## config.mk

```make
export PLATFORM = sky130hd
export DESIGN_NAME = asba_ram
export DESIGN_NICKNAME = d
export VERILOG_FILES = /design/src/rtl/asba_ram.sv
export SDC_FILE = /design/constraint.sdc
export NUM_CORES = 1
export LEC_CHECK = 0
export BUFFER_PORTS_ARGS = -buffer_cell sky130_fd_sc_hd__buf_2
export CAP_MARGIN = 40
export CORE_MARGIN = 1.5
export CORE_UTILIZATION = 25
export DETAILED_ROUTE_END_ITERATION = 16
export PLACE_DENSITY = 0.45
export SYNTH_ARGS = -nofsm -noshare
export SYNTH_HDL_FRONTEND = slang
export SYNTH_SLANG_ARGS = --single-unit
```

## constraint.sdc

```tcl
create_clock -name clk -period 1.69 [get_ports clk]
set_input_delay 0.169 -clock clk [delete_from_list [all_inputs] [get_ports clk]]
set_output_delay 0.169 -clock clk [all_outputs]
set_load 0.01 [all_outputs]
```

## src/rtl/asba_ram.sv

```systemverilog
// Generic simple dual-port RAM: one write port, one registered read port.
module asba_ram #(
  parameter int WIDTH = 8,
  parameter int DEPTH = 16,
  localparam int AW = (DEPTH > 1) ? $clog2(DEPTH) : 1
) (
  input  logic             clk,
  input  logic             we,
  input  logic [AW-1:0]    waddr,
  input  logic [WIDTH-1:0] wdata,
  input  logic [AW-1:0]    raddr,
  output logic [WIDTH-1:0] rdata
);

  logic [WIDTH-1:0] mem [DEPTH];

  always_ff @(posedge clk) begin
    if (we) begin
      mem[waddr] <= wdata;
    end
    rdata <= mem[raddr];
  end

endmodule
```

# Word-level counts from Yosys, hierarchy flattened
# Memory sizes are Yosys's and may differ from the RTL's. A register that Yosys moved wholly into a read port is not among the register bits.
# Cells that the tools add are included.
[classes] muxes=2
[ops] op="1-bit 2-to-1 mux" n=2
[word_totals] ff_bits=0 mem_bits_rw=128 inputBits=18 out_inout_bits=8 elab_cells=3 mem_count=1
[memory_table] memory="mem" depth=16 width=8 read_ports=1 rd_ports_with_merged_regs=1 write_ports=1 line_no="15" rtl="logic [WIDTH-1:0] mem [DEPTH];"

# Depth between registers and ports, before layout
[logic_depth] depth_word=2 ltp_mapped=5 mapped_depth_nobuf=3

# Least setup slack after synthesis
# OpenSTA, ideal clock, no wires.
[synth_path] kind="input port to flip-flop" startpoint="input waddr[2]" endpoint="memory mem[0][0], enable pin" setup_time_ps=383 arrival_ps=1279 path_slack_ps=28 path_stages=2 cell_sequence="or3b_2 > nor3_1"
[synth_rtl] item="start, declared" line_no="9" rtl="input logic [AW-1:0] waddr,"
[synth_rtl] item="end, declared" line_no="15"
# No word-level cell before the write port.

==> impl_metrics.py <==
metrics = {
    "run_status": {
        "outcome": "finished clean",
    },
    "synth": {
        "synth_nets": 247,
        "yosys_warnings": 0,
        "ys_seq_area_frac": 0.778,
        "synthArstFlopShare": 0,
        "synth_area_leaders": "edfxtp_1, mux4_2, mux4_1",
        "synthesis.area_um2": 5150,
        "synth_edf_count": 128,
        "synthMostInstantiatedCell": "edfxtp_1",
        "yosys_register_bits": 136,
        "synth_top_area_frac": 0.747,
        "yosys-top-cells-count": "edfxtp_1, mux4_2, a22oi_1",
        "ys_types": 19,
        "yosysTopAreaCell": "edfxtp_1",
        "ys.flop_type": "edfxtp_1",
        "avgSynthCellArea_um2": 22.5,
        "synth_cells": 229,
    },
    "global_routing": {
        "antenna_found_initial": 1,
        "grt_start_max_net_pins": 26,
        "grtUsageTotal": 0.111,
        "grt_use_met3": 0.0334,
        "grt.busiest_layer": "met2",
        "grt_overflow": 0,
        "grt_use_met1": 0.147,
        "grt_pass1_vias": 2537,
        "grt_pass1_wl_um": 16400,
        "use_met2": 0.171,
    },
    "timing": {
        "maxSlewHeadroom": 0.492,
        "clock_skew_ns": 0.00487,
        "slew_viol_final": 0,
        "hold_violations": 0,
        "rsz0062_at_grt": "no",
        "setup_violations": 0,
        "layout_min_cycle_time_ns": 1.40,
        "tightest_slew_ns": 0.759,
        "timing.fmax_mhz": 714,
        "min_period_over_period": 0.829,
        "fin_hold_ws_ns": 0.147,
    },
    "die": {
        "fp-row-count": 52,
        "die-area_um2": 21500,
        "initial_utilization": 0.254,
        "fp.dieH_um": 146,
        "core-area_um2": 20200,
        "ios": 26,
        "die_w_um": 146,
    },
    "critical_path": {
        "cp.arrival_ns": 1.68,
        "cp-start-kind": "flip-flop",
        "crit_path_max_fanout": 1,
        "crit_path_end_kind": "flip-flop",
        "path_class": "reg2reg",
        "reg2reg_slack_ns": 0.29,
        "cp.required_ns": 1.97,
    },
    "drt": {
        "first_iter_violations": 144,
        "drtPass1Iterations": 4,
        "wl_per_cell_um": 19.5,
        "drcViolationCount": 0,
        "vias": 2436,
        "drt-vias-per-instance": 4.30,
        "postRouteAntennaNets": 0,
        "routed_wl_um": 11100,
    },
    "cts": {
        "cts_root_buf": "clkbuf_16",
        "numCtsBuffers": 17,
        "cts_hold_buf": 0,
        "cts.sink_count": 136,
        "cts_setup_buffers": 0,
        "cts_tree": "done",
        "clkTransAtPathRegs_ns": 0.05,
        "cts_resized": 0,
        "clk_latency_ns": 0.41,
        "htree_levels": 4,
        "cts_buffer_depth": 2,
    },
    "flow_run": {
        "drv_cap": 0,
    },
    "power_and_ir_drop": {
        "p_leak_uw": 0.00208,
        "max-vdd-ir-drop_mv": 0.543,
        "power.density_nw_per_um2": 1200,
        "finalPower_uw": 7510,
    },
    "placed_design": {
        "port_buffers": 25,
        "routabilityCongestion": 0.676,
        "dp_hpwl_um": 7040,
    },
    "finish": {
        "drive_gt1_frac": 0.300,
        "finalNetCount": 303,
        "diodes": 0,
        "syn_to_final_growth_pct": 21.4,
    },
    "hold_path": {
        "worstHoldPathType": "in2reg",
    },
}
## through the flow
step / cells / setup TNS, ns / worst slack [ns] / utilization / instance area, um^2
2_1_floorplan: 229 / 0 / 0.0281 / - / 5150
3_3_place_gp: 536 / -0.0580 / -0.0356 / 0.282 / 5710
3_5_place_dp: 536 / -0.0222 / -0.0196 / 0.282 / 5710
4_1_cts: 567 / 0 / 0.285 / 0.309 / 6250
5_1_grt: 567 / 0 / 0.223 / 0.309 / 6250
6_report: 567 / 0 / 0.289 / 0.309 / 6250
## sequential cells by signal, summed over array words and instances, names as in the netlist
name	flops
mem	128
rdata	8
## metal layers
| layer | vias to the layer above | part of all wire |
|---|---|---|
| li1 | 1087 | - |
| met1 | 1291 | 0.48 |
| met2 | 45 | 0.47 |
| met3 | 11 | 0.042 |
| met4 | 2 | 0.014 |
| met5 | - | 0.0013 |
## logic make-up after synthesis
family	synth area share
DFF	0.778
buffers and inverters	0.0168
AOI/OAI and AO/OA	0.0233
and+or+nand+nor	0.0318
muxes	0.150
## cell type report
cell class | count | area, um^2
Sequential cell | 136 | 4000
Timing Repair Buffer | 47 | 315
Tap cell | 270 | 338
Fill cell | 1936 | 14000
Clock inverter | 5 | 47.5
Clock buffer | 26 | 489
Multi-Input combinational cell | 83 | 1060
## critical path: stages, from the launching register on
cell,delay (ns)
edfxtp_1,0.36
mux4_2,0.48
a22oi_1,0.35
nand2_1,0.09
## placed cells by master (no fill, tap or decap)
| cell | count |
|---|---|
| a22oi_1 | 16 |
| and2_1 | 1 |
| and2b_1 | 1 |
| buf_12 | 2 |
| buf_2 | 25 |
| buf_4 | 20 |
| bufinv_16 | 1 |
| clkbuf_1 | 6 |
| clkbuf_16 | 17 |
| clkbuf_8 | 3 |
| clkinv_1 | 2 |
| clkinv_2 | 2 |
| dfxtp_1 | 8 |
| edfxtp_1 | 128 |
| mux4_1 | 14 |
| mux4_2 | 18 |
| nand2_1 | 9 |
| nand2b_1 | 2 |
| nand3_1 | 1 |
| nand3b_1 | 2 |
| nor2_1 | 13 |
| nor2b_1 | 1 |
| nor3_1 | 4 |
| or3b_2 | 1 |
## final timing paths
kind / start / end / cells after the start
hold reg to reg: mem[8][3] / rdata[3] / 3
hold / removal: wdata[5] / mem[6][5] / 1
setup reg to reg: mem[11][6] / rdata[6] / 3
setup / recovery: mem[11][6] / rdata[6] / 3
## report_power, final
group	switching [uW]	total [uW]	internal [uW]
clock network	1230	3340	2110
registers	26.1	3800	3770
logic	214	370	156
total	1470	7510	6050
(Power assumes the default switching activity.)
